<file path="src/gcie_pkg.sv">
package gcie_pkg;

	localparam int CELLS      = 16;
	localparam int CELL_W     = 4;
	localparam int CNT_W      = CELL_W + 1;
	localparam int DIM_W      = 13;
	localparam int COORD_W    = 12;
	localparam int SUB_W      = 8;
	localparam int IDX_W      = 8;
	localparam int WID_W      = 9;
	localparam int TEXEL_W    = 32;
	localparam int OUT_DATA_W = 72;

	localparam logic [DIM_W-1:0] MIN_DIM   = 13'd16;
	localparam logic [DIM_W-1:0] MAX_DIM   = 13'd4096;
	localparam logic [DIM_W-1:0] RESET_DIM = 13'd256;

	localparam int QDEPTH = 4;
	localparam int QPTR_W = 2;
	localparam int QCNT_W = QPTR_W + 1;

	localparam logic REG_IMAGE_WIDTH  = 1'b0;
	localparam logic REG_IMAGE_HEIGHT = 1'b1;

	// one classified texel, front to back
	typedef struct packed {
		logic               upd;       // white texel inside the grid
		logic [CELL_W-1:0]  cell_col;
		logic [COORD_W-1:0] x;
		logic               band_end;  // last texel of a band: emit and clear
		logic [CELL_W-1:0]  band;
		logic [COORD_W-1:0] bottom;
		logic [DIM_W-1:0]   top_excl;
	} entry_t;

endpackage

</file>
<file path="src/glyph_cell_ink_extent_core.sv">
// Per-cell ink extent of a glyph atlas split into a 16 by 16 grid.
// Input stream: one RGBA texel per word on s_tdata, raster order, top row
// first. One word is taken per cycle; s_tready drops only when the
// four-entry queue between classifier and record keeper is full.
// Output stream: at the last texel of each band of cells, 16 result words
// follow, cell 0 to 15, one per cycle while m_tready is high; m_tlast marks
// the sixteenth. m_tvalid rises once the band's last texel has passed the
// queue, the snapshot and the output register. A band's last texel waits
// while the previous band is still going out, so with m_tready held high
// only 16-texel bands stall the input, once the queue has filled; a
// stalled output fills the queue and then stops the input.
// Configuration: cfg_we writes image_width (index 0) or image_height
// (index 1), saturated to 16..4096; a write restarts the frame. Write only
// while the block is idle.
// Reset: 256 by 256 image, counters at the top-left texel, records empty,
// no output pending.
module glyph_cell_ink_extent_core (
	input  logic                                 clk,
	input  logic                                 arst_n,
	input  logic                                 cfg_we,
	input  logic                                 cfg_index,
	input  logic [gcie_pkg::DIM_W-1:0]           cfg_data,
	input  logic                                 s_tvalid,
	output logic                                 s_tready,
	input  logic [gcie_pkg::TEXEL_W-1:0]         s_tdata,   // texel_rgba
	output logic                                 m_tvalid,
	input  logic                                 m_tready,
	// glyph_index, has_ink, ink_left_col, ink_right_col_excl, ink_width,
	// cell_bottom_row, cell_top_row_excl, zero pad
	output logic [gcie_pkg::OUT_DATA_W-1:0]      m_tdata,
	output logic                                 m_tlast    // last_of_band
);

	logic             push, q_full, head_valid, pop;
	gcie_pkg::entry_t push_entry, head_entry;

	gcie_front u_front (
		.clk        (clk),
		.arst_n     (arst_n),
		.cfg_we     (cfg_we),
		.cfg_index  (cfg_index),
		.cfg_data   (cfg_data),
		.in_valid   (s_tvalid),
		.in_ready   (s_tready),
		.in_texel   (s_tdata),
		.push       (push),
		.push_entry (push_entry),
		.q_full     (q_full)
	);

	gcie_queue u_queue (
		.clk        (clk),
		.arst_n     (arst_n),
		.flush      (cfg_we),
		.push       (push),
		.push_entry (push_entry),
		.full       (q_full),
		.pop        (pop),
		.head_valid (head_valid),
		.head_entry (head_entry)
	);

	gcie_back u_back (
		.clk        (clk),
		.arst_n     (arst_n),
		.restart    (cfg_we),
		.head_valid (head_valid),
		.head_entry (head_entry),
		.pop        (pop),
		.out_valid  (m_tvalid),
		.out_ready  (m_tready),
		.out_data   (m_tdata),
		.out_last   (m_tlast)
	);

endmodule

</file>
<file path="src/gcie_front.sv">
module gcie_front (
	input  logic                           clk,
	input  logic                           arst_n,
	input  logic                           cfg_we,
	input  logic                           cfg_index,
	input  logic [gcie_pkg::DIM_W-1:0]     cfg_data,
	input  logic                           in_valid,
	output logic                           in_ready,
	input  logic [gcie_pkg::TEXEL_W-1:0]   in_texel,
	output logic                           push,
	output gcie_pkg::entry_t               push_entry,
	input  logic                           q_full
);

	logic [gcie_pkg::DIM_W-1:0]   w_q, h_q;
	logic [gcie_pkg::DIM_W-1:0]   top_excl_q;
	logic [gcie_pkg::COORD_W-1:0] col_q, row_q;
	logic [gcie_pkg::SUB_W-1:0]   sub_col_q, sub_row_q;
	logic [gcie_pkg::CNT_W-1:0]   cell_q, band_q;

	logic [gcie_pkg::DIM_W-1:0]   cfg_clamped;
	logic [gcie_pkg::WID_W-1:0]   cw, ch;
	logic                         accept, in_rows, in_grid, white;
	logic                         line_end, frame_end, cell_end, band_row_end;

	always_comb begin
		priority if (cfg_data < gcie_pkg::MIN_DIM) begin
			cfg_clamped = gcie_pkg::MIN_DIM;
		end else if (cfg_data > gcie_pkg::MAX_DIM) begin
			cfg_clamped = gcie_pkg::MAX_DIM;
		end else begin
			cfg_clamped = cfg_data;
		end
	end

	assign cw = w_q[gcie_pkg::DIM_W-1:gcie_pkg::CELL_W];
	assign ch = h_q[gcie_pkg::DIM_W-1:gcie_pkg::CELL_W];

	assign in_ready     = !q_full;
	assign accept       = in_valid && in_ready;
	assign white        = &in_texel;
	assign in_rows      = !band_q[gcie_pkg::CELL_W];
	assign in_grid      = in_rows && !cell_q[gcie_pkg::CELL_W];
	assign line_end     = {1'b0, col_q} == w_q - 13'd1;
	assign frame_end    = {1'b0, row_q} == h_q - 13'd1;
	assign cell_end     = {1'b0, sub_col_q} == cw - 9'd1;
	assign band_row_end = {1'b0, sub_row_q} == ch - 9'd1;

	assign push                = accept;
	assign push_entry.upd      = white && in_grid;
	assign push_entry.cell_col = cell_q[gcie_pkg::CELL_W-1:0];
	assign push_entry.x        = col_q;
	assign push_entry.band_end = in_rows && line_end && band_row_end;
	assign push_entry.band     = band_q[gcie_pkg::CELL_W-1:0];
	assign push_entry.top_excl = top_excl_q;
	assign push_entry.bottom   = gcie_pkg::COORD_W'(top_excl_q - {4'd0, ch});

	always_ff @(posedge clk or negedge arst_n) begin
		if (!arst_n) begin
			w_q        <= gcie_pkg::RESET_DIM;
			h_q        <= gcie_pkg::RESET_DIM;
			top_excl_q <= gcie_pkg::RESET_DIM;
			col_q      <= '0;
			row_q      <= '0;
			sub_col_q  <= '0;
			sub_row_q  <= '0;
			cell_q     <= '0;
			band_q     <= '0;
		end else if (cfg_we) begin
			// any write restarts the frame
			col_q     <= '0;
			row_q     <= '0;
			sub_col_q <= '0;
			sub_row_q <= '0;
			cell_q    <= '0;
			band_q    <= '0;
			unique case (cfg_index)
				gcie_pkg::REG_IMAGE_WIDTH: begin
					w_q        <= cfg_clamped;
					top_excl_q <= h_q;
				end
				gcie_pkg::REG_IMAGE_HEIGHT: begin
					h_q        <= cfg_clamped;
					top_excl_q <= cfg_clamped;
				end
				default: begin
					top_excl_q <= h_q;
				end
			endcase
		end else if (accept) begin
			if (line_end) begin
				col_q     <= '0;
				sub_col_q <= '0;
				cell_q    <= '0;
				if (frame_end) begin
					row_q      <= '0;
					sub_row_q  <= '0;
					band_q     <= '0;
					top_excl_q <= h_q;
				end else begin
					row_q <= row_q + 12'd1;
					if (band_row_end) begin
						sub_row_q <= '0;
						if (in_rows) begin
							band_q     <= band_q + 5'd1;
							top_excl_q <= top_excl_q - {4'd0, ch};
						end
					end else begin
						sub_row_q <= sub_row_q + 8'd1;
					end
				end
			end else begin
				col_q <= col_q + 12'd1;
				if (cell_end) begin
					sub_col_q <= '0;
					if (!cell_q[gcie_pkg::CELL_W]) begin
						cell_q <= cell_q + 5'd1;
					end
				end else begin
					sub_col_q <= sub_col_q + 8'd1;
				end
			end
		end
	end

endmodule

</file>
<file path="src/gcie_queue.sv">
module gcie_queue (
	input  logic             clk,
	input  logic             arst_n,
	input  logic             flush,
	input  logic             push,
	input  gcie_pkg::entry_t push_entry,
	output logic             full,
	input  logic             pop,
	output logic             head_valid,
	output gcie_pkg::entry_t head_entry
);

	gcie_pkg::entry_t             slot_q [gcie_pkg::QDEPTH];
	logic [gcie_pkg::QPTR_W-1:0]  wr_ptr_q, rd_ptr_q;
	logic [gcie_pkg::QCNT_W-1:0]  count_q;
	logic                         do_push, do_pop;

	assign full       = count_q == gcie_pkg::QCNT_W'(gcie_pkg::QDEPTH);
	assign head_valid = count_q != '0;
	assign head_entry = slot_q[rd_ptr_q];
	assign do_push    = push && !full;
	assign do_pop     = pop && head_valid;

	always_ff @(posedge clk) begin
		if (do_push) begin
			slot_q[wr_ptr_q] <= push_entry;
		end
	end

	always_ff @(posedge clk or negedge arst_n) begin
		if (!arst_n) begin
			wr_ptr_q <= '0;
			rd_ptr_q <= '0;
			count_q  <= '0;
		end else if (flush) begin
			wr_ptr_q <= '0;
			rd_ptr_q <= '0;
			count_q  <= '0;
		end else begin
			if (do_push) begin
				wr_ptr_q <= wr_ptr_q + 1'b1;
			end
			if (do_pop) begin
				rd_ptr_q <= rd_ptr_q + 1'b1;
			end
			unique case ({do_push, do_pop})
				2'b10:   count_q <= count_q + 1'b1;
				2'b01:   count_q <= count_q - 1'b1;
				default: count_q <= count_q;
			endcase
		end
	end

endmodule

</file>
<file path="src/gcie_back.sv">
module gcie_back (
	input  logic                              clk,
	input  logic                              arst_n,
	input  logic                              restart,
	input  logic                              head_valid,
	input  gcie_pkg::entry_t                  head_entry,
	output logic                              pop,
	output logic                              out_valid,
	input  logic                              out_ready,
	output logic [gcie_pkg::OUT_DATA_W-1:0]   out_data,
	output logic                              out_last
);

	localparam int N = gcie_pkg::CELLS;
	localparam int CW = gcie_pkg::COORD_W;

	// running records of the current band
	logic [CW-1:0] left_q  [N];
	logic [CW-1:0] right_q [N];
	logic [N-1:0]  seen_q;

	// records of the finished band being sent out
	logic [CW-1:0] snap_left_q  [N];
	logic [CW-1:0] snap_right_q [N];
	logic [N-1:0]  snap_seen_q;
	logic [gcie_pkg::CELL_W-1:0]  snap_band_q;
	logic [CW-1:0]                snap_bottom_q;
	logic [gcie_pkg::DIM_W-1:0]   snap_top_q;

	logic                         emit_busy_q;
	logic [gcie_pkg::CELL_W-1:0]  emit_idx_q;
	logic                         out_valid_q;
	logic [gcie_pkg::OUT_DATA_W-1:0] out_data_q;
	logic                         out_last_q;

	logic [CW-1:0] new_left, new_right;
	logic          upd_hit_left, upd_hit_right;
	logic          load_out;

	logic                         o_ink;
	logic [CW-1:0]                o_left;
	logic [gcie_pkg::DIM_W-1:0]   o_rex;
	logic [gcie_pkg::WID_W-1:0]   o_wid;
	logic [gcie_pkg::IDX_W-1:0]   o_idx;
	logic [gcie_pkg::DIM_W-1:0]   rex_full;

	// a band end waits while the previous band is still going out
	assign pop = head_valid && !(head_entry.band_end && emit_busy_q);

	assign upd_hit_left  = !seen_q[head_entry.cell_col] ||
		head_entry.x < left_q[head_entry.cell_col];
	assign upd_hit_right = !seen_q[head_entry.cell_col] ||
		head_entry.x > right_q[head_entry.cell_col];
	assign new_left  = upd_hit_left  ? head_entry.x : left_q[head_entry.cell_col];
	assign new_right = upd_hit_right ? head_entry.x : right_q[head_entry.cell_col];

	assign load_out = emit_busy_q && (!out_valid_q || out_ready);

	assign o_ink    = snap_seen_q[emit_idx_q];
	assign rex_full = {1'b0, snap_right_q[emit_idx_q]} + 13'd1;
	assign o_left   = o_ink ? snap_left_q[emit_idx_q] : '0;
	assign o_rex    = o_ink ? rex_full : '0;
	assign o_wid    = gcie_pkg::WID_W'(o_rex - {1'b0, o_left});
	assign o_idx    = {snap_band_q, emit_idx_q};

	always_ff @(posedge clk or negedge arst_n) begin
		if (!arst_n) begin
			for (int i = 0; i < N; i++) begin
				left_q[i]  <= '1;
				right_q[i] <= '0;
			end
			seen_q <= '0;
		end else if (restart) begin
			for (int i = 0; i < N; i++) begin
				left_q[i]  <= '1;
				right_q[i] <= '0;
			end
			seen_q <= '0;
		end else if (pop) begin
			if (head_entry.band_end) begin
				for (int i = 0; i < N; i++) begin
					left_q[i]  <= '1;
					right_q[i] <= '0;
				end
				seen_q <= '0;
			end else if (head_entry.upd) begin
				left_q[head_entry.cell_col]  <= new_left;
				right_q[head_entry.cell_col] <= new_right;
				seen_q[head_entry.cell_col]  <= 1'b1;
			end
		end
	end

	// snapshot takes the records with this word's update merged in
	always_ff @(posedge clk) begin
		if (pop && head_entry.band_end) begin
			for (int i = 0; i < N; i++) begin
				if (head_entry.upd && head_entry.cell_col == gcie_pkg::CELL_W'(i)) begin
					snap_left_q[i]  <= new_left;
					snap_right_q[i] <= new_right;
					snap_seen_q[i]  <= 1'b1;
				end else begin
					snap_left_q[i]  <= left_q[i];
					snap_right_q[i] <= right_q[i];
					snap_seen_q[i]  <= seen_q[i];
				end
			end
			snap_band_q   <= head_entry.band;
			snap_bottom_q <= head_entry.bottom;
			snap_top_q    <= head_entry.top_excl;
		end
	end

	always_ff @(posedge clk or negedge arst_n) begin
		if (!arst_n) begin
			emit_busy_q <= 1'b0;
			emit_idx_q  <= '0;
			out_valid_q <= 1'b0;
		end else if (restart) begin
			emit_busy_q <= 1'b0;
			emit_idx_q  <= '0;
			out_valid_q <= 1'b0;
		end else begin
			if (pop && head_entry.band_end) begin
				emit_busy_q <= 1'b1;
				emit_idx_q  <= '0;
			end else if (load_out) begin
				emit_idx_q <= emit_idx_q + 1'b1;
				if (&emit_idx_q) begin
					emit_busy_q <= 1'b0;
				end
			end
			if (load_out) begin
				out_valid_q <= 1'b1;
			end else if (out_ready) begin
				out_valid_q <= 1'b0;
			end
		end
	end

	always_ff @(posedge clk) begin
		if (load_out) begin
			out_data_q <= {4'd0, snap_top_q, snap_bottom_q, o_wid, o_rex, o_left, o_ink, o_idx};
			out_last_q <= &emit_idx_q;
		end
	end

	assign out_valid = out_valid_q;
	assign out_data  = out_data_q;
	assign out_last  = out_last_q;

endmodule
</file>
<file path="config.mk">
export PLATFORM = sky130hd
export DESIGN_NAME = glyph_cell_ink_extent_core
export DESIGN_NICKNAME = d
export VERILOG_FILES = /design/src/gcie_pkg.sv /design/src/glyph_cell_ink_extent_core.sv /design/src/gcie_front.sv /design/src/gcie_queue.sv /design/src/gcie_back.sv
export SDC_FILE = /design/constraint.sdc
export NUM_CORES = 2
export LEC_CHECK = 0
export BUFFER_PORTS_ARGS = -buffer_cell sky130_fd_sc_hd__clkbuf_2
export CAP_MARGIN = 5
export CORE_ASPECT_RATIO = 2
export CORE_MARGIN = 3
export CORE_UTILIZATION = 35
export CTS_CLUSTER_SIZE = 30
export DETAILED_ROUTE_END_ITERATION = 6
export HOLD_SLACK_MARGIN = 0.12
export MAX_ROUTING_LAYER = met4
export PLACE_DENSITY = 0.61
export REMOVE_ABC_BUFFERS = 1
export SLEW_MARGIN = 20
export SYNTH_ARGS = -nofsm -noshare
export SYNTH_HDL_FRONTEND = slang
export SYNTH_SLANG_ARGS = --single-unit
</file>
<file path="constraint.sdc">
create_clock -name clk -period 47.6 [get_ports clk]
set_clock_uncertainty 0.1 [all_clocks]
set_input_delay 7.14 -clock clk [delete_from_list [all_inputs] [get_ports clk]]
set_output_delay 7.14 -clock clk [all_outputs]
set_load 0.005 [all_outputs]
</file>
==> metrics.txt <==
slew at the pin closest to its max-slew limit=1.20 ns; worst path arrival time=11.11 ns; part of the total power dissipated in sequential elements=0.396; distinct cell type count of the synthesized netlist=91; cells after synthesis=4646; antenna-violating nets left=0; endpoint kind of the worst setup timing path=async pin; clock sink count=1188; commonest cells after routing, fill and taps aside=686 x sky130_fd_sc_hd__edfxtp_1, 685 x sky130_fd_sc_hd__nor2_1, 623 x sky130_fd_sc_hd__a21oi_1, 301 x sky130_fd_sc_hd__dfrtp_1, 269 x sky130_fd_sc_hd__nand2_1; final total power=4.17 mW; Post-Synthesis Mean Instance Area=12.1 um^2; initial antenna violation count=4; leading cell type in the layout, fill and taps excluded=sky130_fd_sc_hd__edfxtp_1; vias=38100; Placed Cells=6569; highest clock frequency the design can meet=0.0964 GHz; clock insertion delay at the later pin of the skew report=0.75 ns; dominant register cell in the synthesized netlist=sky130_fd_sc_hd__edfxtp_1; number of gates given a new drive strength after cts=0; Sw Ratio=0.386; largest voltage drop on the vdd net=0.0525 mV; initial core utilization=0.354; power per unit of standard cell area=66.4 nW/um^2; Slew Viols, Final=0; post-route cell area=62700 um^2; Congestion Overflow GR=0; synthesis-stage register bit count=1188; final hold slack=0.320 ns; capture point of the critical path=u_back.left_q[13]$_DFFE_PN1P_; top-level I/O count=126; overall global routing resource usage=0.209; status=finished clean; HPWL Detailed=117000 um; final wirelength=172000 um; First-pass DRT Iterations=6; cts-stage hold buffer count=0; FF+latch area=33400 um^2; clock input transition at the sequential cells of the worst setup and hold paths=0.07 ns; routability congestion estimate=0.962; launch point of the worst reg-to-reg path=u_queue.rd_ptr_q[1]$_DFFE_PN0P_; Leakage=22.5 nW; crit path time final=10.38 ns; CORE AREA=160000 um^2; fraction of power consumed by the clock network=0.221; required time reported for the critical path endpoint=48.33 ns; worst setup path category=in -> async; final instance count without filler cells=6782; total area of multi-input combinational cells=21400 um^2; Remaining DRCs=0; cell at the root of the clock tree=sky130_fd_sc_hd__clkbuf_16; Die ar.=166000 um^2; CTS Buf Count=105; maximum clock insertion buffer count=3; total negative setup slack=0 ns; vias in the first global route=38600; violation count after the first detailed-route iteration=3371; Worst R2R End=u_back.snap_right_q[6][2]$_DFFE_PP_; number of enable-type register cells in the synthesized netlist=686; maximum number of pins on one net before global-route repair=165; headroom to the max-slew limit=0.199; die height=574 um; R2R Setup Slk=39.53 ns; relative area change from synthesis to final layout=11.1%; Min-Delay Startpoint=u_back.snap_top_q[11]$_DFFE_PP_; portion of the post-synthesis area used by sequential elements=0.592; area of the mapped netlist=56400 um^2; count of fill cells added during filler insertion=15200; Hold Fails Final Rpt=0; part of the cycle the worst path needs=0.218; final setup violation count=0; total of max-cap violations=0; total of warnings raised by yosys=0; net switching power=1.61 mW; quantity of I/O buffers inserted on ports=121; share of cells above drive strength 1=0.209; crit path launch=arst_n; worst-path maximum fanout=90; share of flip-flops with an asynchronous set or reset=0.423; DIE WIDTH=290 um; unrepaired setup endpoints after global routing=false; worst reg-to-reg path cell count=16; Tightest Hold Check Type=reg -> reg; Internal Power=2.56 mW; DR vias/cell=5.61; WL/cell=25.4 um; clock tree from TritonCTS=built; site row count=207; fin nets=4701; wire length of the first global-routing pass=253000 um; buffers inserted during post-CTS setup optimization=0; DP Area=58900 um^2; share of power burned in combinational logic=0.383; Critical Path Start Type=input port; H-tree depth=3
-- per-stage QoR --
stage	setup slack (ns)	util
2_1_floorplan	-23.89	-
3_3_place_gp	36.47	0.369
3_5_place_dp	36.38	0.369
4_1_cts	37.17	0.393
5_1_grt	36.75	0.393
6_report	37.22	0.393
-- registers in the layout (all words and copies together), names as in the netlist, 2 cells and up --
register	flops
u_back.snap_left_q	192
u_back.left_q	192
u_queue.rd_ptr_q	2
u_queue.slot_q	188
u_front.sub_col_q	8
u_back.snap_top_q	13
u_back.snap_right_q	192
u_front.col_q	12
u_back.snap_seen_q	16
u_queue.count_q	3
u_front.sub_row_q	8
u_front.h_q	13
u_front.w_q	13
u_queue.wr_ptr_q	2
u_back.emit_idx_q	4
u_front.cell_q	5
u_front.row_q	12
u_back.snap_bottom_q	12
u_back.seen_q	16
u_front.band_q	5
u_back.out_data	68
u_front.top_excl_q	13
u_back.snap_band_q	4
u_back.right_q	192
-- how the worst min path moves through the flow --
stage / end / cells past startpoint
after floorplan: u_back.out_data[43]$_DFFE_PP_ / 0
after global placement: u_back.out_data[63]$_DFFE_PP_ / 0
after detailed placement: u_back.out_data[60]$_DFFE_PP_ / 0
after CTS: u_back.out_data[61]$_DFFE_PP_ / 0
after global routing: u_back.out_data[64]$_DFFE_PP_ / 0
final: u_back.out_data[66]$_DFFE_PP_ / 0
-- power by group through the flow --
stage / registers, mW / clock network (mW) / logic [mW]
final: 1.65 / 0.920 / 1.59
after global routing: 1.68 / 0.976 / 1.71
after CTS: 1.65 / 0.938 / 1.60
after detailed placement: 1.67 / 0 / 1.59
after global placement: 1.66 / 0 / 1.57
after floorplan: 1.82 / 0 / 1.03
-- layer usage --
layer / routed length (um) / vias up / share of wire / global-route usage
li1: - / 16900 / - / -
met1: 56400 / 19300 / 0.33 / 0.205
met2: 94200 / 1356 / 0.55 / 0.385
met3: 8060 / 463 / 0.047 / 0.0238
met4: 13300 / 0 / 0.078 / 0.138
met5: 0 / - / 0 / -
-- cells in the mapped netlist (all sizes together) (5+ instances only) --
library cell  number  area, um^2
nor2             711        2740
edfxtp           686       20600
a21oi            624        3120
o21ai            351        1760
dfrtp            307        7680
nand2            269        1010
mux4             254        5720
dfstp            195        5120
clkbuf           185         694
buf              184        1020
nor3              86         430
inv               68         255
mux2i             66         689
nand3             64         320
ha                58         726
xnor2             49         429
nor2b             42         263
mux2              40         484
xor2              38         333
nand2b            37         231
nand4             28         175
a31oi             27         317
and3              27         169
a211oi            26         318
o21bai            18         135
nor4              15         100
and2              14        87.6
o2bb2ai           14         123
o21a              12        90.1
or3               11        68.8
a22oi             10        85.1
or2               10        62.6
or4                9        67.6
a21o               8        60.1
o31ai              8        73.8
a2111oi            7        80.1
nand3b             7        52.6
o211ai             7        52.6
o221ai             7        61.3
nor3b              5        37.5
o31a               5        43.8
-- worst max-delay path, stage by stage --
cell	delay, ns
sky130_fd_sc_hd__buf_8	0.49
sky130_fd_sc_hd__buf_4	0.70
sky130_fd_sc_hd__buf_4	0.80
sky130_fd_sc_hd__buf_4	0.89
sky130_fd_sc_hd__buf_4	0.83
-- kinds of logic (layout without fill, tap and decap cells) --
family                     Yosys count  count (layout)  share of synthesized area
AOI/OAI and AO/OA                 1161            1161                      0.118
xor gates and xnor gates            88              88                     0.0139
adders and majority gates           61              61                     0.0139
buffers and inverters              439             472                     0.0350
DFF                               1188            1188                      0.592
muxes                              360             360                      0.122
other                                1              14                  0.0000664
and+or+nand+nor                   1348            1348                      0.105
-- cell type report --
class / count / share of cell area
sequential: 1188 / 0.533
multi-input combinational: 3022 / 0.341
clock buffer: 135 / 0.0462
tap: 2090 / 0.0417
timing repair buffer: 202 / 0.0210
clock inverter: 65 / 0.0127
inverter: 70 / 0.00419
antenna: 10 / 0.000399
(Power assumes the default switching activity.)
